==> config.mk <==
export PLATFORM = sky130hd
export DESIGN_NAME = hett_post
export DESIGN_NICKNAME = d
export VERILOG_FILES = /design/src/sv/hett_pkg.sv /design/src/sv/hett_post.sv
export SDC_FILE = /design/constraint.sdc
export NUM_CORES = 1
export LEC_CHECK = 0
export BUFFER_PORTS_ARGS = -buffer_cell sky130_fd_sc_hd__buf_2
export CORE_MARGIN = 10
export CORE_UTILIZATION = 44
export CTS_BUF_LIST = sky130_fd_sc_hd__clkbuf_4
export DETAILED_ROUTE_END_ITERATION = 10
export PLACE_DENSITY = 0.78
export REMOVE_ABC_BUFFERS = 1
export SLEW_MARGIN = 15
export SYNTH_ARGS = -nofsm -noshare
export SYNTH_HDL_FRONTEND = slang
export SYNTH_SLANG_ARGS = --single-unit
==> constraint.sdc <==
create_clock -name i_clk -period 1.3 [get_ports i_clk]
set_input_delay 0.13 -clock i_clk [delete_from_list [all_inputs] [get_ports i_clk]]
set_output_delay 0.13 -clock i_clk [all_outputs]
set_load 0.01 [all_outputs]
==> src/sv/hett_pkg.sv <==
// shared types and constants for the heading error unit
package hett_pkg;

    // binary angle accumulator width, one full turn is 2^ACC_BITS
    localparam int ACC_BITS = 32;

    // fractional guard bits applied to the position differences
    localparam int GUARD_BITS = 24;

    // half a turn in the accumulator format
    localparam logic [ACC_BITS-1:0] HALF_TURN = 32'h8000_0000;

    // atan(2^-i) as a fraction of a full turn, scaled by 2^32
    localparam logic [ACC_BITS-1:0] ATAN_TURNS [0:31] = '{
        32'h2000_0000, 32'h12E4_051E, 32'h09FB_385B, 32'h0511_11D4,
        32'h028B_0D43, 32'h0145_D7E1, 32'h00A2_F61E, 32'h0051_7C55,
        32'h0028_BE53, 32'h0014_5F2F, 32'h000A_2F98, 32'h0005_17CC,
        32'h0002_8BE6, 32'h0001_45F3, 32'h0000_A2FA, 32'h0000_517D,
        32'h0000_28BE, 32'h0000_145F, 32'h0000_0A30, 32'h0000_0518,
        32'h0000_028C, 32'h0000_0146, 32'h0000_00A3, 32'h0000_0051,
        32'h0000_0029, 32'h0000_0014, 32'h0000_000A, 32'h0000_0005,
        32'h0000_0003, 32'h0000_0001, 32'h0000_0001, 32'h0000_0000
    };

    // side flags that travel with each transaction through the chain
    typedef struct packed {
        logic zero;     // target coincides with current position
    } t_flags;

endpackage

==> src/sv/hett_post.sv <==
// output stage: round the accumulator to the output angle width
module hett_post import hett_pkg::*; #(
    parameter int ANGLE_BITS = 16
) (
    input  logic                  i_clk,
    input  logic                  i_rst_n,
    input  logic                  i_valid,
    output logic                  o_ready,
    input  logic [ACC_BITS-1:0]   i_z,
    output logic                  o_valid,
    input  logic                  i_stall,
    output logic [ANGLE_BITS-1:0] o_angle
);

    // half an output lsb, zero when the output keeps all accumulator bits
    localparam logic [ACC_BITS-1:0] Round =
        ACC_BITS'((64'd1 << (ACC_BITS - ANGLE_BITS)) >> 1);

    logic                  r_valid;
    logic [ANGLE_BITS-1:0] r_angle;
    logic [ACC_BITS-1:0]   sum;

    assign o_ready = !r_valid || !i_stall;
    assign sum     = i_z + Round;

    always_ff @(posedge i_clk) begin
        if (!i_rst_n) begin
            r_valid <= 1'b0;
        end else if (o_ready) begin
            r_valid <= i_valid;
        end
    end

    always_ff @(posedge i_clk) begin
        if (o_ready && i_valid) begin
            r_angle <= sum[ACC_BITS-1 -: ANGLE_BITS];
        end
    end

    assign o_valid = r_valid;
    assign o_angle = r_angle;

endmodule

Word level (Yosys, flattened, before mapping)

Index checks and enable logic that the tools add are counted.

Add/subtract/negate cells: 1
Reductions and logical operators: 4

Operator list:

| operator                                                          | count |
|---|---|
| 32-bit by 16-bit adder with 32-bit output (second input constant) | 1 |
| 1-bit logical NOT                                                 | 2 |
| 1-bit logical AND                                                 | 1 |
| 1-bit logical OR                                                  | 1 |

Flip-flop bits (word level): 17
Bits of input ports: 36
Output and inout port bits: 18

Longest topological paths before layout

Depth after elaboration: 3
Mapped depth: 4
Gate-level depth less buffers: 4

Worst setup path after synthesis

No wires, ideal clock.

Kind: flip-flop to flip-flop
Start point: reg r_valid (netlist: o_valid)
End point: reg r_angle[0] (netlist: o_angle[0]) (enable)
Library setup time: 374 ps
Arrival time: 920 ps
Setup slack: 6 ps
Stages on the path, launching flop included: 3
Buffers on the path: 0
Period minus slack after synthesis: 1,294 ps
Cells stage by stage: dfxtp_1 nand2_1 and2_1

Cells in the longest elaborated chain, start to end: 3

Ends and longest elaborated chain:

| element                | line            | text |
|---|---|---|
| start, declared        | hett_post.sv:19 | `logic r_valid;` |
| start signal, assigned | hett_post.sv:30 | `r_valid <= i_valid;` |
| 1-bit logical NOT      | hett_post.sv:23 | `assign o_ready = !r_valid \|\| !i_stall;` |
| 1-bit logical OR       | hett_post.sv:23 |  |
| via o_ready            | hett_post.sv:8  | `output logic o_ready,` |
| 1-bit logical AND      | hett_post.sv:35 | `if (o_ready && i_valid) begin` |
| end signal, assigned   | hett_post.sv:36 | `r_angle <= sum[ACC_BITS-1 -: ANGLE_BITS];` |
| end, declared          | hett_post.sv:20 | `logic [ANGLE_BITS-1:0] r_angle;` |

The timed path passes the listed nets, and every way through them passes these cells.
A chain may end at the register's enable or synchronous reset.

Worst setup path in the final report

Start point: reg r_valid (netlist: o_valid)
End point: reg r_angle[15] (netlist: o_angle[15]) (enable)

Cells in the longest elaborated chain, start to end: 3

Ends and longest elaborated chain:

| element           | line |
|---|---|
| 1-bit logical NOT | hett_post.sv:23 |
| 1-bit logical OR  | hett_post.sv:23 |
| 1-bit logical AND | hett_post.sv:35 |

Every way passes these cells.

==> results.txt <==
Status = complete, no violations
Synth Instances = 65
Worst setup EP type = flop
Final WL = 1.87 mm
Final slew viol count = 0
CP max stage cell = dfxtp_1
MaxCap Viol Count = 0
Fin nets = 149
Crit path kind = reg -> reg
Tcrit/Tclk final = 78.1%
Critical register-to-register path startpoint = o_valid
Setup crit start = o_valid
Max_slew headroom = 82.7%
Power per cell area = 948 nW/um^2
Hold WS = 0.0582 ns
Skew-Pair Late Insertion Delay = 0.28 ns
Die area = 4250 um^2
Crit path cell chain = nand2_1 > and2_1 > buf_12
Worst reg2reg endpoint = o_angle[15]
Starting DRT DRC Count = 15
Total power = 1.13 mW
Clock skew = 0.00123 ns
Worst hold path depth = 2
Total number of vias = 655
Mapped cell area = 900 um^2
WL per Instance = 13.5 um
Most frequent cells in the layout = buf_2, edfxtp_1, xor2_1, nand2_1
Most common cell after layout, fill and taps aside = buf_2
Share of post-route cells with drive strength above 1 = 50.5%
Die width = 65.2 um
R2R Setup Slk = 0.28 ns
Yosys reg bits = 17
GP Congestion = 0.779
Clock buffer depth = 2
Root Buffer = clkbuf_4
GRT Overall Usage = 9.09%
Antenna Cells = 0
Crit path DAT = 1.02 ns
Total Neg Setup Slack = 0 ns
Sink of the worst hold path = o_valid
WP data required = 1.30 ns
Clk slew on worst S/H paths = 0.09 ns
Yosys warning total = 0
Crit path largest cell delay = 0.33 ns
Hold buffer count at cts = 0
Final hold violations = 0
Overflow left after global routing = 0
Reg2Reg Depth = 3
Tightest Pin Transition = 0.258 ns
TritonCTS Buffers = 3
Worst Path Buf+Inv = 1
Netlist cell types = 20
Core area = 1960 um^2
Sequential share of the synthesized area = 55.6%
Crit Path Max Fanout = 16
Final Setup Violations = 0
Starting Density = 45.9%
First-pass GRT wire length = 3.08 mm
Port Buffer Count = 38
Initial antenna violation count = 0
Largest net degree at the start of global routing = 17
Via density = 4.75
Fmax = 985 MHz
RSZ-0062 raised after global routing = false
Number of global-route vias before repair = 675
First-pass iteration count of the detailed router = 4
Num rows = 16
DRC = 0
Min cycle time layout = 1.02 ns
Vert. Die Dim = 65.2 um
Post_cts resized = 0
Peak VDD IR = 0.501 mV
Crit path launch type = flop
Post-CTS Setup Repair Bufs = 0
Leak = 0.507 nW
Hold Path Class = in -> reg
Clk sinks = 17
CP top delay family = flip-flops
Number of routed nets with antenna violations = 0
Hold Crit Start = i_rst_n
Placed wire-length estimate = 1.61 mm
Final Util = 61.0%
Avg Cell Area, Syn = 13.8 um^2
Area Growth Syn to Fin = 33.0%
I/O pin total = 54
CTS tree = yes
H-tree Lvls = 1
FILL cells = 181
## cells in the mapped netlist
master / number / area, um^2
a21oi_1: 1 / 5.00
xnor2_1: 4 / 35.0
edfxtp_1: 16 / 480
nor2b_1: 1 / 6.26
dfxtp_1: 1 / 20.0
nand4_4: 2 / 42.5
inv_1: 2 / 7.51
nand2_1: 5 / 18.8
ha_1: 1 / 12.5
nor4_4: 2 / 42.5
xor2_1: 11 / 96.3
and2_1: 1 / 6.26
nand4_1: 1 / 6.26
nor3_2: 1 / 10.0
nor4_2: 2 / 25.0
nand3_2: 1 / 10.0
nand3_1: 4 / 20.0
nor2_1: 4 / 15.0
nand4_2: 2 / 25.0
nor3_1: 3 / 15.0
## area by class of cell
| type | instances | area (um^2) | share of cell area (%) |
|---|---|---|---|
| Sequential cell | 17 | 500 | 41.8 |
| Multi-Input combinational cell | 46 | 392 | 32.7 |
| Timing Repair Buffer | 42 | 233 | 19.5 |
| Tap cell | 27 | 33.8 | 2.82 |
| Clock buffer | 4 | 30.0 | 2.51 |
| Inverter | 2 | 7.51 | 0.628 |
## power breakdown
part / total [mW] / switching, mW / internal, mW
logic: 0.196 / 0.112 / 0.0838
clock network: 0.290 / 0.150 / 0.140
registers: 0.647 / 0.00721 / 0.640
## state kept, by name (all words and copies together) (netlist names)
register,flops
o_angle,16
o_valid,1
## through the flow
stage / worst slack [ns] / area, um^2 / cells
floorplan: 0.00583 / 900 / 65
global placement: 0.0340 / 1170 / 134
detailed placement: 0.0110 / 1170 / 134
CTS: 0.275 / 1200 / 138
finish: 0.284 / 1200 / 138
global route: 0.220 / 1200 / 138
## routing by layer
layer	GRT usage, %	wire length, um	vias up
li1	-	-	334
met1	9.13	693	296
met2	16.1	978	21
met3	2.20	144	4
met4	6.42	51	0
met5	0	0	-
## cells by family (layout without fill, tap and decap cells)
family,count (synthesis),in the layout,share of synthesized area [%]
AO/OA/AOI/OAI,1,1,0.556
flip-flops,17,17,55.6
buffers and inverters,2,48,0.835
adder cells (fa/ha/maj),1,1,1.39
AND/OR/NAND/NOR,29,29,27.0
XOR/XNOR,15,15,14.6
## worst max path at each step
| stage | endpoint | slack [ns] | depth (start not counted) |
|---|---|---|---|
| after floorplan | o_angle[0] | 0.006 | 2 |
| after global placement | o_angle[15] | 0.03 | 5 |
| after detailed placement | o_angle[15] | 0.01 | 5 |
| after CTS | o_angle[15] | 0.27 | 3 |
| after global routing | o_angle[5] | 0.22 | 3 |
| final | o_angle[15] | 0.28 | 3 |
Power figures use the tool's default switching activity.
