`src/sv/hett_pkg.sv`:
```
// shared types and constants for the heading error unit
package hett_pkg;

    // binary angle accumulator width, one full turn is 2^ACC_BITS
    localparam int ACC_BITS = 32;

    // fractional guard bits applied to the position differences
    localparam int GUARD_BITS = 24;

    // half a turn in the accumulator format
    localparam logic [ACC_BITS-1:0] HALF_TURN = 32'h8000_0000;

    // atan(2^-i) as a fraction of a full turn, scaled by 2^32
    localparam logic [ACC_BITS-1:0] ATAN_TURNS [0:31] = '{
        32'h2000_0000, 32'h12E4_051E, 32'h09FB_385B, 32'h0511_11D4,
        32'h028B_0D43, 32'h0145_D7E1, 32'h00A2_F61E, 32'h0051_7C55,
        32'h0028_BE53, 32'h0014_5F2F, 32'h000A_2F98, 32'h0005_17CC,
        32'h0002_8BE6, 32'h0001_45F3, 32'h0000_A2FA, 32'h0000_517D,
        32'h0000_28BE, 32'h0000_145F, 32'h0000_0A30, 32'h0000_0518,
        32'h0000_028C, 32'h0000_0146, 32'h0000_00A3, 32'h0000_0051,
        32'h0000_0029, 32'h0000_0014, 32'h0000_000A, 32'h0000_0005,
        32'h0000_0003, 32'h0000_0001, 32'h0000_0001, 32'h0000_0000
    };

    // side flags that travel with each transaction through the chain
    typedef struct packed {
        logic zero;     // target coincides with current position
    } t_flags;

endpackage

```
`src/sv/hett_prep.sv`:
```
// front stage: position differences, half-plane fold and angle seed
module hett_prep import hett_pkg::*; #(
    parameter int POSITION_BITS = 16,
    parameter int ANGLE_BITS    = 16,
    parameter int XY_BITS       = 43
) (
    input  logic                            i_clk,
    input  logic                            i_rst_n,
    input  logic                            i_valid,
    output logic                            o_ready,
    input  logic                            i_operation,
    input  logic [ANGLE_BITS-1:0]           i_heading_now,
    input  logic signed [POSITION_BITS-1:0] i_pos_x,
    input  logic signed [POSITION_BITS-1:0] i_pos_y,
    input  logic signed [POSITION_BITS-1:0] i_goal_x,
    input  logic signed [POSITION_BITS-1:0] i_goal_y,
    output logic                            o_valid,
    input  logic                            i_ready,
    output logic signed [XY_BITS-1:0]       o_x,
    output logic signed [XY_BITS-1:0]       o_y,
    output logic [ACC_BITS-1:0]             o_z,
    output t_flags                          o_flags
);

    logic                            r_valid;
    logic signed [XY_BITS-1:0]       r_x;
    logic signed [XY_BITS-1:0]       r_y;
    logic [ACC_BITS-1:0]             r_z;
    t_flags                          r_flags;

    logic signed [POSITION_BITS:0]   dx;
    logic signed [POSITION_BITS:0]   dy;
    logic                            left;
    logic signed [XY_BITS-1:0]       n_x;
    logic signed [XY_BITS-1:0]       n_y;
    logic [ACC_BITS-1:0]             n_z;
    t_flags                          n_flags;

    assign o_ready = !r_valid || i_ready;

    always_comb begin
        dx = (POSITION_BITS+1)'(i_goal_x) - (POSITION_BITS+1)'(i_pos_x);
        dy = (POSITION_BITS+1)'(i_goal_y) - (POSITION_BITS+1)'(i_pos_y);
        left = dx[POSITION_BITS];
        // fold the left half plane onto the right one
        n_x = XY_BITS'(left ? -dx : dx) <<< GUARD_BITS;
        n_y = XY_BITS'(left ? -dy : dy) <<< GUARD_BITS;
        // heading and reverse offset go straight into the accumulator seed
        n_z = (left ? HALF_TURN : '0) + (i_operation ? HALF_TURN : '0)
            - (ACC_BITS'(i_heading_now) << (ACC_BITS - ANGLE_BITS));
        n_flags.zero = (dx == '0) && (dy == '0);
    end

    always_ff @(posedge i_clk) begin
        if (!i_rst_n) begin
            r_valid <= 1'b0;
        end else if (o_ready) begin
            r_valid <= i_valid;
        end
    end

    always_ff @(posedge i_clk) begin
        if (o_ready && i_valid) begin
            r_x     <= n_x;
            r_y     <= n_y;
            r_z     <= n_z;
            r_flags <= n_flags;
        end
    end

    assign o_valid = r_valid;
    assign o_x     = r_x;
    assign o_y     = r_y;
    assign o_z     = r_z;
    assign o_flags = r_flags;

endmodule

```
`config.mk`:
```
export PLATFORM = sky130hd
export DESIGN_NAME = hett_prep
export DESIGN_NICKNAME = d
export VERILOG_FILES = /design/src/sv/hett_pkg.sv /design/src/sv/hett_prep.sv
export SDC_FILE = /design/constraint.sdc
export NUM_CORES = 1
export LEC_CHECK = 0
export BUFFER_PORTS_ARGS = -buffer_cell sky130_fd_sc_hd__buf_2
export CORE_ASPECT_RATIO = 1.1
export CORE_MARGIN = 5
export CORE_UTILIZATION = 38
export DETAILED_ROUTE_END_ITERATION = 12
export PLACE_DENSITY = 0.7
export SYNTH_ARGS = -nofsm -noshare
export SYNTH_HDL_FRONTEND = slang
export SYNTH_SLANG_ARGS = --single-unit
```
`constraint.sdc`:
```
create_clock -name i_clk -period 7.1 [get_ports i_clk]
set_clock_uncertainty 0.15 [all_clocks]
set_input_delay 1.065 -clock i_clk [delete_from_list [all_inputs] [get_ports i_clk]]
set_output_delay 1.065 -clock i_clk [all_outputs]
set_load 0.01 [all_outputs]
```
Word-level counts from Yosys, hierarchy flattened --
Cells that the tools add are included.
Word-level totals: input bits 85, bits in registers 72, output and inout bits 121
Operators by class: mux-type cells 4, reductions and logical operators 6, add/subtract/negate cells 6
Operator list (number):
- two-way mux 32 bit | 2
- negation 17 -> 19 bit | 2
- zero test 17 bit | 2
- subtractor 16 x 16 -> 17 bit | 2
- adder 32 bit | 1
- subtractor 32 bit | 1
- two-way mux 19 bit | 1
- two-way mux 16 bit | 1
- logical AND 1 bit | 2
- zero test 1 bit | 1
- logical OR 1 bit | 1

Logic depth before layout (Yosys ltp) --
depth in word-level cells 4, depth in mapped cells 13, depth with buffers taken out 13

Worst setup path before layout --
OpenSTA, ideal clock, no wires.
path type input-to-reg, start input i_goal_x[0], end register r_x[40], in the netlist o_x[40] (data pin), data arrival time 3583 ps, cell stages on the path 13, path buffers 0, setup slack 3108 ps, data required time 6691 ps, path through inv_1 -> ha_1 -> fa_1 -> nor2b_1 -> o211ai_1 -> a31oi_2 -> nor3_1 -> a311oi_1 -> and3_1 -> nand2_1 -> nor4bb_1 -> ha_1 -> nor2b_1
On the way: longest elaborated chain between the ends 2
Ends and longest elaborated chain:
- start, declared | line hett_prep.sv:15 | input logic signed [POSITION_BITS-1:0] i_goal_x,
- subtractor 16 x 16 -> 17 bit (*) | line hett_prep.sv:42 | dx = (POSITION_BITS+1)'(i_goal_x) - (POSITION_BITS+1)'(i_pos_x);
- negation 17 -> 19 bit | line hett_prep.sv:46 | n_x = XY_BITS'(left ? -dx : dx) <<< GUARD_BITS;
- end signal, assigned | line hett_prep.sv:64 | r_x <= n_x;
- end, declared | line hett_prep.sv:26 | logic signed [XY_BITS-1:0] r_x;
Every way passes the cells marked *; elsewhere a longest branch is shown, timed or not. A chain may end at the register's enable or synchronous reset.

Worst setup path in the final report --
start input i_pos_x[0], end register r_x[40], in the netlist o_x[40] (data pin)
On the way: longest elaborated chain between the ends 2
Ends and longest elaborated chain:
- start, declared | line hett_prep.sv:13 | input logic signed [POSITION_BITS-1:0] i_pos_x,
- subtractor 16 x 16 -> 17 bit (*) | line hett_prep.sv:42
- negation 17 -> 19 bit | line hett_prep.sv:46
Marked as above.

==> qor.csv <==
stage,metric,value,unit
timing,setup violators final,0,
yosys,Synth Flop Type,edfxtp_1,
cells_and_area,nets@finish,798,
global_route,first-pass GRT wire length,16.9,mm
yosys,YS warnings,0,
setup_path,Top delay family on crit path,compound AO/OA/AOI/OAI gates,
yosys,main combinational cell family by area after synthesis,compound AO/OA/AOI/OAI gates,
yosys,multiplexer share of the synthesized area,0.804,%
clocking,clock buffer depth,2,
die,Core Region,0.0128,mm^2
yosys,Compound-Gate Fraction of Synth Area,14.9,%
detailed_routing,DRC viols,0,
timing,max-slew violation count,0,
clocking,clk slew on worst S/H paths,60,ps
detailed_routing,first-pass iteration count of the detailed router,4,
yosys,Post-synth ARST share,0,%
die,Starting Density,39.1,%
placement,DP HPWL,9.09,mm
cells_and_area,ANT cells,0,
detailed_routing,routed wire length,10.8,mm
yosys,synth unique cells,69,
setup_path,critical path capture point type,flip-flop,
setup_path,crit path max-delay cell type,a31oi_4,
global_route,GRT Total Usage,13.1,%
yosys,Synth Area in Simple Gates,14.8,%
timing,Max Fclk,241,MHz
setup_path,Buf/Inv on CP,1,
cells_and_area,fin util,45.6,%
min_path,min-delay worst type,flip-flop to flip-flop,
global_route,number of global-route vias before repair,3666,
cells_and_area,layout cells sized above 1,24.4,%
flow_run,max cap viols,0,
placement,Placer Congestion,0.829,
cells_and_area,fillers,1236,
cells_and_area,Layout area overhead,16.9,%
clocking,H-tree Lvls,2,
yosys,syn_area_per_cell,9.41,um^2
clocking,CTS Buf Count,5,
timing,Slew @ Worst Pin,935,ps
power,peak supply drop,0.000133,V
detailed_routing,Routed wire per std cell,13.0,um
placement,dpl cell area,0.00564,mm^2
clocking,latest clock arrival within the worst-skew pair,280,ps
global_route,Congestion Overflow GR,0,
die,DIE AREA,0.0155,mm^2
setup_path,"Req. time, crit path",6960,ps
timing,RSZ-0062 raised after global routing,false,
die,Die Ht,130,um
status,status,"finished, final reports clean",
timing,min cycle time layout,4150,ps
yosys,xor/xnor share of the synthesized area,11.6,%
placement,Port Buffers,141,
yosys,"EDFF count, synth",55,
power,PwrDens,202,mW/mm^2
yosys,Gate Count Post-Synth,529,
yosys,Mapped Area,0.00498,mm^2
clocking,postcts setup bufs,0,
clocking,clock tree root buffer cell,clkbuf_16,
yosys,post-synthesis register bit count,56,
timing,setup TNS,0,ps
timing,final count of hold timing violations,0,
setup_path,CP Class,primary input to flip-flop,
yosys,adder-cell share of the synthesized area,10.4,%
detailed_routing,Via density,4.80,
detailed_routing,initial DRC count,186,
setup_path,crit start category,primary input,
global_route,largest net degree at the start of global routing,56,
setup_path,"Cell Chain, Critical Path",buf_2 > ha_1 > fa_1 > nor2b_1 > o211ai_1 > a31oi_2 > and3_1 > o21ai_1 > a31oi_4 > ha_1 > nor2b_1,
clocking,Clock Sinks,56,
die,Rows,43,
setup_path,critical path peak fanout,36,
timing,final period utilization,58.4,%
die,# IOs,206,
detailed_routing,Routed Antenna Nets,0,
yosys,register area share after synthesis,33.6,%
clocking,Hold Buf Count CTS,0,
die,Die X,119,um
setup_path,Worst EP arrival,4000,ps
power,Leak,2.69,nW
global_route,antenna violations before repair,0,
power,Total Power,1.18,mW
timing,Slew HR,37.7,%
clocking,CTS tree,built,
detailed_routing,vias,3987,
clocking,# resized after CTS,0,
cells_and_area,Final Cell Area,0.00582,mm^2
setup_path,CP max stage delay,770,ps
[routing by layer]
| layer | GRT usage (%) | vias up | part of all wire (%) |
|---|---|---|---|
| met1 | 18.3 | 1783 | 48 |
| met5 | 0 | - | 0 |
| met3 | 2.34 | 4 | 8.2 |
| li1 | - | 2034 | - |
| met2 | 21.1 | 166 | 43 |
| met4 | 3.07 | 0 | 0.48 |
[kinds of logic after synthesis]
group	Yosys count
flops	56
fa+ha+maj	40
compound gates	108
buf+inv	119
xor+xnor	66
other cells	1
simple gates	135
mux	4
[worst min-delay path: cells and delay by family (launching register included)]
kind,cells,cell delay (ps)
flops,1,310
simple gates,1,90
compound gates,1,80
[area by class of cell]
class | count | area [um^2] | area share, %
repair buffers | 142 | 713 | 12.3
clock buffers | 5 | 125 | 2.15
well taps | 157 | 196 | 3.37
inverters | 49 | 184 | 3.16
multi-input cells | 419 | 2870 | 49.3
flip-flops and latches | 56 | 1670 | 28.7
clock inverters | 2 | 60.1 | 1.03
[final timing paths]
check	from	to	slack, ps	cells past startpoint
max	i_pos_x[0]	o_x[40]$_SDFFCE_PN0P_	2950	11
min	o_valid$_SDFFE_PN0N_	o_valid$_SDFFE_PN0N_	380	2
max reg2reg	o_valid$_SDFFE_PN0N_	o_y[28]$_DFFE_PP_	5490	3
min reg2reg	o_valid$_SDFFE_PN0N_	o_valid$_SDFFE_PN0N_	380	2
[state kept, by name, summed over array words and instances, names as in the netlist]
signal,cells
o_x,19
o_y,19
o_z,16
o_flags,1
o_valid,1
[report_power, final]
part,switching (mW),internal (mW)
registers,0.0114,0.430
logic,0.260,0.176
clock network,0.0985,0.200
total,0.370,0.806
[Yosys cell counts, types with 5 or more instances]
master	n	area, um^2
a21oi_1	35	175
a31oi_1	10	62.6
a41oi_1	5	43.8
and3_1	8	50.1
buf_4	64	480
edfxtp_1	55	1650
ha_1	38	475
inv_1	49	184
nand2_1	26	97.6
nand2b_1	10	62.6
nand3_1	7	35.0
nor2_1	31	116
nor2b_1	8	50.1
nor3_1	9	45.0
nor3b_1	5	37.5
nor4_1	5	31.3
o211ai_1	5	37.5
o21ai_0	6	30.0
o21ai_1	9	45.0
xnor2_1	42	368
xor2_1	24	210
[cell usage in the layout, fill, tap and decap left out, types with 10 or more instances in the layout]
cell type	synthesis	final
a21oi_1	35	35
ha_1	38	38
xnor2_1	42	42
nand2b_1	10	10
nand2_1	26	26
xor2_1	24	24
nor2_1	31	31
conb_1	1	66
a31oi_1	10	10
edfxtp_1	55	55
inv_1	49	49
buf_2	4	141
[stage by stage]
stage	setup slack, ps	cells	hold WS (ps)
finish	2950	830	378
global route	2710	830	419
detailed placement	2650	823	377
CTS	2950	830	386
floorplan	3110	594	460
global placement	2680	823	362
(Power assumes the default switching activity.)
