==> src/sv/hett_pkg.sv <==
// shared types and constants for the heading error unit
package hett_pkg;

    // binary angle accumulator width, one full turn is 2^ACC_BITS
    localparam int ACC_BITS = 32;

    // fractional guard bits applied to the position differences
    localparam int GUARD_BITS = 24;

    // half a turn in the accumulator format
    localparam logic [ACC_BITS-1:0] HALF_TURN = 32'h8000_0000;

    // atan(2^-i) as a fraction of a full turn, scaled by 2^32
    localparam logic [ACC_BITS-1:0] ATAN_TURNS [0:31] = '{
        32'h2000_0000, 32'h12E4_051E, 32'h09FB_385B, 32'h0511_11D4,
        32'h028B_0D43, 32'h0145_D7E1, 32'h00A2_F61E, 32'h0051_7C55,
        32'h0028_BE53, 32'h0014_5F2F, 32'h000A_2F98, 32'h0005_17CC,
        32'h0002_8BE6, 32'h0001_45F3, 32'h0000_A2FA, 32'h0000_517D,
        32'h0000_28BE, 32'h0000_145F, 32'h0000_0A30, 32'h0000_0518,
        32'h0000_028C, 32'h0000_0146, 32'h0000_00A3, 32'h0000_0051,
        32'h0000_0029, 32'h0000_0014, 32'h0000_000A, 32'h0000_0005,
        32'h0000_0003, 32'h0000_0001, 32'h0000_0001, 32'h0000_0000
    };

    // side flags that travel with each transaction through the chain
    typedef struct packed {
        logic zero;     // target coincides with current position
    } t_flags;

endpackage

==> src/sv/hett_cell.sv <==
// one cordic vectoring micro-rotation with its own pipeline register
module hett_cell import hett_pkg::*; #(
    parameter int XY_BITS = 43,
    parameter int SHIFT   = 0
) (
    input  logic                      i_clk,
    input  logic                      i_rst_n,
    input  logic                      i_valid,
    output logic                      o_ready,
    input  logic signed [XY_BITS-1:0] i_x,
    input  logic signed [XY_BITS-1:0] i_y,
    input  logic [ACC_BITS-1:0]       i_z,
    input  t_flags                    i_flags,
    output logic                      o_valid,
    input  logic                      i_ready,
    output logic signed [XY_BITS-1:0] o_x,
    output logic signed [XY_BITS-1:0] o_y,
    output logic [ACC_BITS-1:0]       o_z,
    output t_flags                    o_flags
);

    logic                      r_valid;
    logic signed [XY_BITS-1:0] r_x;
    logic signed [XY_BITS-1:0] r_y;
    logic [ACC_BITS-1:0]       r_z;
    t_flags                    r_flags;

    logic signed [XY_BITS-1:0] x_sh;
    logic signed [XY_BITS-1:0] y_sh;
    logic signed [XY_BITS-1:0] n_x;
    logic signed [XY_BITS-1:0] n_y;
    logic [ACC_BITS-1:0]       n_z;

    assign o_ready = !r_valid || i_ready;

    always_comb begin
        x_sh = i_x >>> SHIFT;
        y_sh = i_y >>> SHIFT;
        if (!i_y[XY_BITS-1]) begin
            n_x = i_x + y_sh;
            n_y = i_y - x_sh;
            n_z = i_z + ATAN_TURNS[SHIFT];
        end else begin
            n_x = i_x - y_sh;
            n_y = i_y + x_sh;
            n_z = i_z - ATAN_TURNS[SHIFT];
        end
        // zero offset keeps its seed angle
        if (i_flags.zero) begin
            n_z = i_z;
        end
    end

    always_ff @(posedge i_clk) begin
        if (!i_rst_n) begin
            r_valid <= 1'b0;
        end else if (o_ready) begin
            r_valid <= i_valid;
        end
    end

    always_ff @(posedge i_clk) begin
        if (o_ready && i_valid) begin
            r_x     <= n_x;
            r_y     <= n_y;
            r_z     <= n_z;
            r_flags <= i_flags;
        end
    end

    assign o_valid = r_valid;
    assign o_x     = r_x;
    assign o_y     = r_y;
    assign o_z     = r_z;
    assign o_flags = r_flags;

endmodule

==> config.mk <==
export PLATFORM = sky130hd
export DESIGN_NAME = hett_cell
export DESIGN_NICKNAME = d
export VERILOG_FILES = /design/src/sv/hett_pkg.sv /design/src/sv/hett_cell.sv
export SDC_FILE = /design/constraint.sdc
export NUM_CORES = 1
export LEC_CHECK = 0
export BUFFER_PORTS_ARGS = -buffer_cell sky130_fd_sc_hd__buf_2
export CAP_MARGIN = 0
export CELL_PAD_IN_SITES_DETAIL_PLACEMENT = 1
export CELL_PAD_IN_SITES_GLOBAL_PLACEMENT = 1
export CORE_ASPECT_RATIO = 0.8
export CORE_MARGIN = 2
export CORE_UTILIZATION = 46
export CTS_BUF_LIST = sky130_fd_sc_hd__clkbuf_4
export DETAILED_ROUTE_END_ITERATION = 8
export GPL_ROUTABILITY_DRIVEN = 1
export HOLD_SLACK_MARGIN = 0.03
export PLACE_DENSITY_LB_ADDON = 0.1
export RECOVER_POWER = 25
export SLEW_MARGIN = 20
export SYNTH_ARGS = -nofsm -noshare
export SYNTH_HDL_FRONTEND = slang
export SYNTH_SLANG_ARGS = --single-unit
==> constraint.sdc <==
create_clock -name i_clk -period 11.3 [get_ports i_clk]
set_clock_uncertainty 0.05 [all_clocks]
set_input_delay 1.13 -clock i_clk [delete_from_list [all_inputs] [get_ports i_clk]]
set_output_delay 1.13 -clock i_clk [all_outputs]
set_load 0.02 [all_outputs]
== After elaboration in Yosys (flattened, before gate mapping) ==
Cells that the tools add are included.
Cells by class
  add/subtract/negate cells: 5
  muxes and demuxes: 4
  reduce and logical (&&, ||, !) cells: 3
Operators with widths (count)
  2-to-1 mux 43 bit: 2
  subtractor 43 bit: 2
  2-to-1 mux 32 bit: 2
  adder 43 bit: 1
  adder 32 x 30 -> 32 bit (second input constant): 1
  subtractor 32 x 30 -> 32 bit (second input constant): 1
  logical AND 1 bit: 1
  zero test 1 bit: 1
  logical OR 1 bit: 1
Storage, ports and cells
  register bits: 120
  input bits: 123
  output and inout port bits: 121
  logic and storage cells: 17

== Longest topological paths before layout ==
Gate-level depths: netlist of the first run.
  depth after elaboration: 3
  gate-level depth with buffers: 13
  mapped depth without buffers: 12

== Worst setup path after synthesis of the first run ==
OpenSTA, ideal clock, no wires.
  path type: input to register
  start point: input port i_ready
  end point: register r_flags (netlist: o_flags), enable pin
  setup time: 490 ps
  arrival time: 4142 ps
  data required time: 10760 ps
  setup slack: 6617 ps
  stages: 2
  buffers on the path: 0
  cells stage by stage: nand2b_1 > and2_1
On the way
  cells in the longest elaborated chain, start to end: 2
Ends and longest elaborated chain
  from (decl): line hett_cell.sv:15  | input logic i_ready,
  logical OR 1 bit: line hett_cell.sv:34  | assign o_ready = !r_valid || i_ready;
  logical AND 1 bit: line hett_cell.sv:63  | if (o_ready && i_valid) begin
  to (signal assigned): line hett_cell.sv:67  | r_flags <= i_flags;
  to (decl): line hett_cell.sv:26  | t_flags r_flags;
No other way between the ends.
A chain may end at the register's enable or synchronous reset.

== Final worst setup path of the first run ==
  start point: input port i_y[42]
  end point: register r_y[39] (netlist: o_y[39]) (data pin)
On the way
  cells in the longest elaborated chain, start to end: 1
Ends and longest elaborated chain
  from (decl): line hett_cell.sv:11  | input logic signed [XY_BITS-1:0] i_y,
  2-to-1 mux 43 bit: line hett_cell.sv:39  | if (!i_y[XY_BITS-1]) begin
  net n_y[39]: line hett_cell.sv:31  | logic signed [XY_BITS-1:0] n_y;
  to (signal assigned): line hett_cell.sv:65  | r_y <= n_y;
  to (decl): line hett_cell.sv:24  | logic signed [XY_BITS-1:0] r_y;
The timed path passes the listed nets, and every way through them passes these cells.

==> results of run 1 <==
-- metal layers --
metal / global-route usage, % / part of all wire [%] / vias up
met3: 7.21 / 8.5 / 64
met2: 52.4 / 44 / 616
met1: 50.1 / 46 / 5755
met4: 8.29 / 1.8 / 0
met5: 0 / 0 / -
li1: - / - / 5352
-- power by group --
part | internal [mW] | switching [mW]
Sequential | 0.560 | 0.0162
Clock | 0.179 | 0.202
Combinational | 0.218 | 0.449
Total | 0.957 | 0.667
-- cells by family after synthesis --
group | after synthesis | synth area share [%]
DFF | 119 | 30.8
xor gates and xnor gates | 83 | 6.29
adders and majority gates | 130 | 14.3
muxes | 13 | 1.14
AOI/OAI and AO/OA | 502 | 26.9
buffers and inverters | 203 | 6.86
and+or+nand+nor | 326 | 13.6
-- synth_stat cells, drive strengths merged (17+ instances only) --
| cell type | number |
|---|---|
| o21ai | 121 |
| nor2b | 17 |
| ha | 126 |
| a21oi | 185 |
| inv | 138 |
| xnor2 | 70 |
| nand2 | 84 |
| clkbuf | 30 |
| edfxtp | 118 |
| o21bai | 30 |
| nand3 | 27 |
| a21o | 36 |
| nor2 | 94 |
| buf | 32 |
| nor3 | 28 |
-- cell type report --
type                            count  area [um^2]  area share [%]
Multi-Input combinational cell   1054         7200            54.3
Sequential cell                   119         3560            26.9
Timing Repair Buffer              247         1230            9.30
Inverter                          141          529            3.99
Tap cell                          318          398            3.00
Clock inverter                     13          178            1.34
Clock buffer                       19          143            1.08
Antenna cell                        2         5.00          0.0378
-- worst max path at each step --
stage | cells after the start | endpoint
after global placement | 10 | o_x[35]
after global routing | 5 | o_x[37]
after CTS | 10 | o_x[35]
after floorplan | 2 | o_flags
final | 4 | o_y[39]
after detailed placement | 10 | o_x[35]
-- sequential cells by signal, indices dropped and copies added, names as in the netlist --
register / cells
o_z: 32
o_x: 43
o_flags: 1
o_valid: 1
o_y: 42
-- worst max-delay path, delay by kind of cell --
| kind | cells | cell delay (ns) |
|---|---|---|
| XOR/XNOR | 1 | 0.36 |
| AO/OA/AOI/OAI | 1 | 0.84 |
| buffers and inverters | 2 | 3.56 |
-- stage by stage --
| step | cells | total power, mW |
|---|---|---|
| final | 1913 | 1.62 |
| after global routing | 1913 | 1.69 |
| after CTS | 1911 | 1.61 |
| after detailed placement | 1879 | 1.23 |
| after global placement | 1879 | 1.22 |
| after floorplan | 1376 | 1.01 |
==> results.py, run 1 <==
metrics = {
    "setup_path": {
        "worst_setup_path_startpoint": "i_y[42]",
        "crit-reg2reg-capture": "o_y[14]",
        "critical_path.reg2reg.startpoint": "o_valid",
        "crit_path_top_delay_cell": "clkbuf_1",
        "worstPathMaxFanout": 95,
        "crit_arrival_ns": 5.95,
        "setup.worst_path.end_class": "flip-flop",
        "r2r_slack_ns": 6.80,
        "critical_path.max_stage_delay_ns": 3.31,
        "timing.critical_path.required_ns": 11.58,
        "critical_path.cell_chain": "buf_4 -> clkbuf_1 -> a221oi_1 -> xor2_1",
        "critical_path_class": "in -> reg",
        "reg2regPathDepth": 3,
        "crit_path_start_kind": "input port",
    },
    "layout": {
        "most-common-layout-cells": "buf_2, a21oi_1, inv_1",
        "fillers": 3054,
        "area_delta_synth_final_pct": 14.6,
        "mostFrequentLayoutCell": "buf_2",
        "layout-drive-gt1-share_pct": 18.3,
        "final_core_util_pct": 54.1,
        "final_area_um2": 13200,
        "final_nets": 1833,
    },
    "run": {
        "max_cap_violations": 3,
    },
    "sta": {
        "max_slew_margin_pct": -213,
        "final_hold_viol_count": 0,
        "period_utilisation_layout_pct": 50.2,
        "finalCriticalPeriod_ns": 5.67,
        "final.setup.tns_ns": 0,
        "setup_viol": 0,
        "unrepaired_setup_endpoints_after_global_routing": "no",
        "slew_viol_final": 200,
        "worst_slew_pin_slew_ns": 4.70,
        "whs_ns": 0.511,
        "worst_slack_ns": 5.63,
        "fmax_ghz": 0.176,
    },
    "yosys": {
        "seq_area_frac_synth_pct": 30.8,
        "dominantRegCellSynth": "edfxtp_1",
        "yosysTopAreaCellShare_pct": 30.7,
        "ys.warnings.count": 0,
        "async_reset_ff_share_pct": 0,
        "netlist_area_um2": 11600,
        "post_synth_main_area_contributors": "edfxtp_1, ha_1, a21oi_1, xnor2_1, o21ai_0",
        "synth_fp_nets": 1629,
        "synth-edff-count": 118,
        "yosys_reg_bits": 119,
        "post_synth_inst_count": 1376,
        "post-synth-top-area-cell": "edfxtp_1",
        "synth.avg_cell_area_um2": 8.40,
        "synthDistinctLibCells": 82,
    },
    "place": {
        "place_congestion": 0.966,
        "numPortBuffers": 243,
        "detailed_place.area_um2": 12900,
        "place_hpwl_mm": 36.1,
        "detailedPlace.worstSlack_ns": 6.47,
    },
    "global_routing": {
        "gr-total-overflow": 0,
        "grt_pass1_wl_mm": 70.5,
        "grt_max_degree": 96,
        "groute.usage.overall_pct": 34.5,
        "first_global_vias": 11700,
        "antenna_found_initial": 2,
    },
    "floorplanning": {
        "std_cell_rows": 51,
        "chipHeight_um": 146,
        "floorplan.die_area_um2": 26400,
        "initial_core_util_pct": 47.2,
        "core_region_area_um2": 24500,
        "fp.dieW_um": 181,
        "io_pins": 244,
    },
    "drt": {
        "detail_route.vias_per_cell": 6.16,
        "total_number_of_vias": 11800,
        "first_drt_pass_iteration_count": 5,
        "wirelength_mm": 46.2,
        "detail_route.drc_violations": 0,
        "route.detailed.wl_per_inst_um": 24.1,
        "drtAntennaViolNets": 0,
        "drt-initial-drc-count": 1231,
    },
    "clocking": {
        "tritoncts": "built",
        "post-cts-setup-buffers": 0,
        "buffers_from_clock_root_to_sink_at_most": 2,
        "worst_skew_pair.late_latency_ns": 0.61,
        "cts-resized-gates": 0,
        "cts_num_sinks": 119,
        "clkTransAtPathRegs_ns": 0.12,
        "clock-root-buffer": "clkbuf_4",
        "cts-buffers-inserted": 17,
        "htree_num_levels": 4,
        "cts-hold-fix-buffers": 0,
    },
    "pwr": {
        "power.ir.vdd_worst_mv": 0.0699,
        "cellPowerDensity_nw_per_um2": 123,
        "leakagePower_nw": 5.88,
    },
    "worst_hold_path": {
        "hold_end": "o_valid",
        "hold_path_class": "reg -> reg",
        "hold_path_depth": 2,
        "worstHoldStart": "o_valid",
    },
    "status": {
        "violations_in_the_final_reports": "capacitance limit, slew limit",
        "result_of_the_run": "finished, violations left",
    },
}
(Power assumes the default switching activity.)
==> run 2: changes to the inputs <==
Settings changed: CORE_UTILIZATION 46 to 39.
Clock period 11.3 ns to 4.85 ns, I/O delays scaled along.
==> run 2 against run 1 <==
Effect of this change: the flow still finishes with violations (capacitance limit, slew limit); flip-flop and latch count unchanged; cell area grew 3.0%; non-clock buffer count is 36 higher; first-iteration DRC count shrank 28%; clock power increased by 120%; sequential share of layout area down 0.78 points; cell count is 4.9% higher; wire length up 0.60%; highest routed layer unchanged.
==> results.py, run 2 (synthesized netlist as in run 1, its figures left out) <==
metrics = {
    "status": {
        "result_of_the_run": "finished, violations left",
        "violations_in_the_final_reports": "capacitance limit, slew limit",
    },
    "place": {
        "place_congestion": 0.945,
        "place_hpwl_mm": 37.0,
        "numPortBuffers": 243,
    },
    "setup_path": {
        "timing.critical_path.required_ns": 5.17,
        "setup.worst_path.end_class": "flip-flop",
        "crit-reg2reg-capture": "o_y[12]",
        "critical_path.reg2reg.startpoint": "o_valid",
        "worstPathMaxFanout": 51,
        "worst_setup_path_startpoint": "i_y[42]",
        "crit_path_start_kind": "input port",
        "critical_path.endpoint": "o_y[36]",
        "crit_arrival_ns": 4.14,
        "reg2regPathDepth": 3,
        "critical_path_class": "in -> reg",
        "r2r_slack_ns": 1.38,
    },
    "clocking": {
        "cts-resized-gates": 0,
        "clock-root-buffer": "clkbuf_4",
        "buffers_from_clock_root_to_sink_at_most": 2,
        "clkTransAtPathRegs_ns": 0.14,
        "cts-buffers-inserted": 17,
        "worst_skew_pair.late_latency_ns": 0.60,
        "htree_num_levels": 4,
        "cts_num_sinks": 119,
        "tritoncts": "built",
    },
    "layout": {
        "final_nets": 1869,
        "most-common-layout-cells": "buf_2, a21oi_1, inv_1",
        "number_of_flip_flops_under_the_largest_register_name": 43,
        "final_core_util_pct": 46.7,
        "mostFrequentLayoutCell": "buf_2",
        "area_delta_synth_final_pct": 18.1,
        "layout-drive-gt1-share_pct": 17.9,
    },
    "drt": {
        "drt-initial-drc-count": 885,
        "detail_route.vias_per_cell": 5.75,
        "drtAntennaViolNets": 0,
        "total_number_of_vias": 11500,
        "wirelength_mm": 46.5,
        "detail_route.drc_violations": 0,
        "route.detailed.wl_per_inst_um": 23.2,
        "first_drt_pass_iteration_count": 5,
    },
    "floorplanning": {
        "floorplan.die_area_um2": 31000,
        "initial_core_util_pct": 39.6,
        "core_region_area_um2": 29200,
        "fp.dieW_um": 196,
        "io_pins": 244,
        "chipHeight_um": 158,
        "std_cell_rows": 56,
    },
    "pwr": {
        "cellPowerDensity_nw_per_um2": 273,
        "leakagePower_nw": 6.00,
        "netSwitchingPower_mw": 1.58,
        "pwr-share-seq_pct": 35.8,
        "internal_power_summed_over_all_cells_mw": 2.15,
        "combinationalPowerShare_pct": 42.1,
        "power_switching_share_pct": 42.3,
        "power.share.clock_pct": 22.1,
        "power.ir.vdd_worst_mv": 0.143,
    },
    "worst_hold_path": {
        "hold_path_class": "in -> reg",
    },
    "sta": {
        "max_slew_margin_pct": -99.5,
        "unrepaired_setup_endpoints_after_global_routing": "no",
        "period_utilisation_layout_pct": 78.9,
        "whs_ns": 0.0790,
        "fmax_ghz": 0.261,
        "worst_slew_pin_slew_ns": 2.99,
        "setup_viol": 0,
        "final.setup.tns_ns": 0,
        "slew_viol_final": 178,
        "finalCriticalPeriod_ns": 3.83,
        "final_hold_viol_count": 0,
    },
    "global_routing": {
        "first_global_vias": 11200,
        "grt_pass1_wl_mm": 69.1,
        "gr-total-overflow": 0,
        "antenna_found_initial": 1,
        "grt_max_degree": 86,
        "groute.usage.overall_pct": 29.5,
    },
    "run": {
        "max_cap_violations": 3,
    },
}
run 2: cell types whose count changed in the layout (fill, tap and decap cells not counted):
cell           previous run  this run
buf_12                    0         1
inv_6                     2         6
clkbuf_4                 19        18
buf_4                     3         8
clkbuf_2                  0         1
clkinv_2                  2         0
buf_2                   235       226
diode_2                   2         1
clkbuf_1                  9        17
inv_8                     0         1
clkinv_1                  5         3
dlygate4sd3_1             0        30
clkinv_4                  0         2
bufinv_16                 4         2
run 2: power groups by stage:
stage	combinational, mW	clock [mW]	sequential [mW]
after CTS	1.55	0.849	1.33
after global placement	1.52	0	1.35
final	1.57	0.826	1.33
after detailed placement	1.52	0	1.36
after floorplan	0.826	0	1.52
after global routing	1.69	0.883	1.35
run 2: worst min path at each step:
stage	cells past startpoint	slack (ns)	to	start
floorplan	0	0.53	o_flags	i_flags
global placement	2	0.46	o_valid	o_valid
detailed placement	2	0.50	o_valid	o_valid
CTS	3	0.03	o_valid	i_valid
global route	3	0.06	o_valid	i_valid
finish	3	0.08	o_valid	i_valid
run 2: timing repair:
action,CTS,global route
endpoints found under the hold margin,30,0
buffers inserted,0,0
hold buffers,30,0
run 2: layout make-up:
cell class              instances  area, um^2
fillers                      3573       15600
multi-input cells            1054        7200
flip-flops and latches        119        3560
repair buffers                283        1580
inverters                     141         529
well taps                     377         472
clock inverters                14         164
clock buffers                  18         135
diodes                          1        2.50
run 2: per-stage QoR:
stage / power [mW] / cells / instance area, um^2 / setup WS, ns
final: 3.73 / 2007 / 13600 / 1.02
after global routing: 3.92 / 2007 / 13600 / 0.922
after CTS: 3.74 / 2006 / 13700 / 1.33
after detailed placement: 2.88 / 1944 / 13100 / 0.635
after global placement: 2.88 / 1944 / 13100 / 0.672
after floorplan: 2.34 / 1376 / 11600 / 0.812
run 2: critical path: stages:
cell and delay [ns]:
buf_4 0.23, inv_1 0.12, clkbuf_1 2.11, o21ai_0 0.72, o31ai_1 0.31, xnor2_1 0.12
run 2: routing by layer:
layer  GRT usage [%]  vias up  share of wire, %
met3            5.62       42               7.2
met2            44.6      430                42
met1            43.6     5631                49
met4            6.10        0               1.3
li1                -     5428                 -
met5               0        -                 0
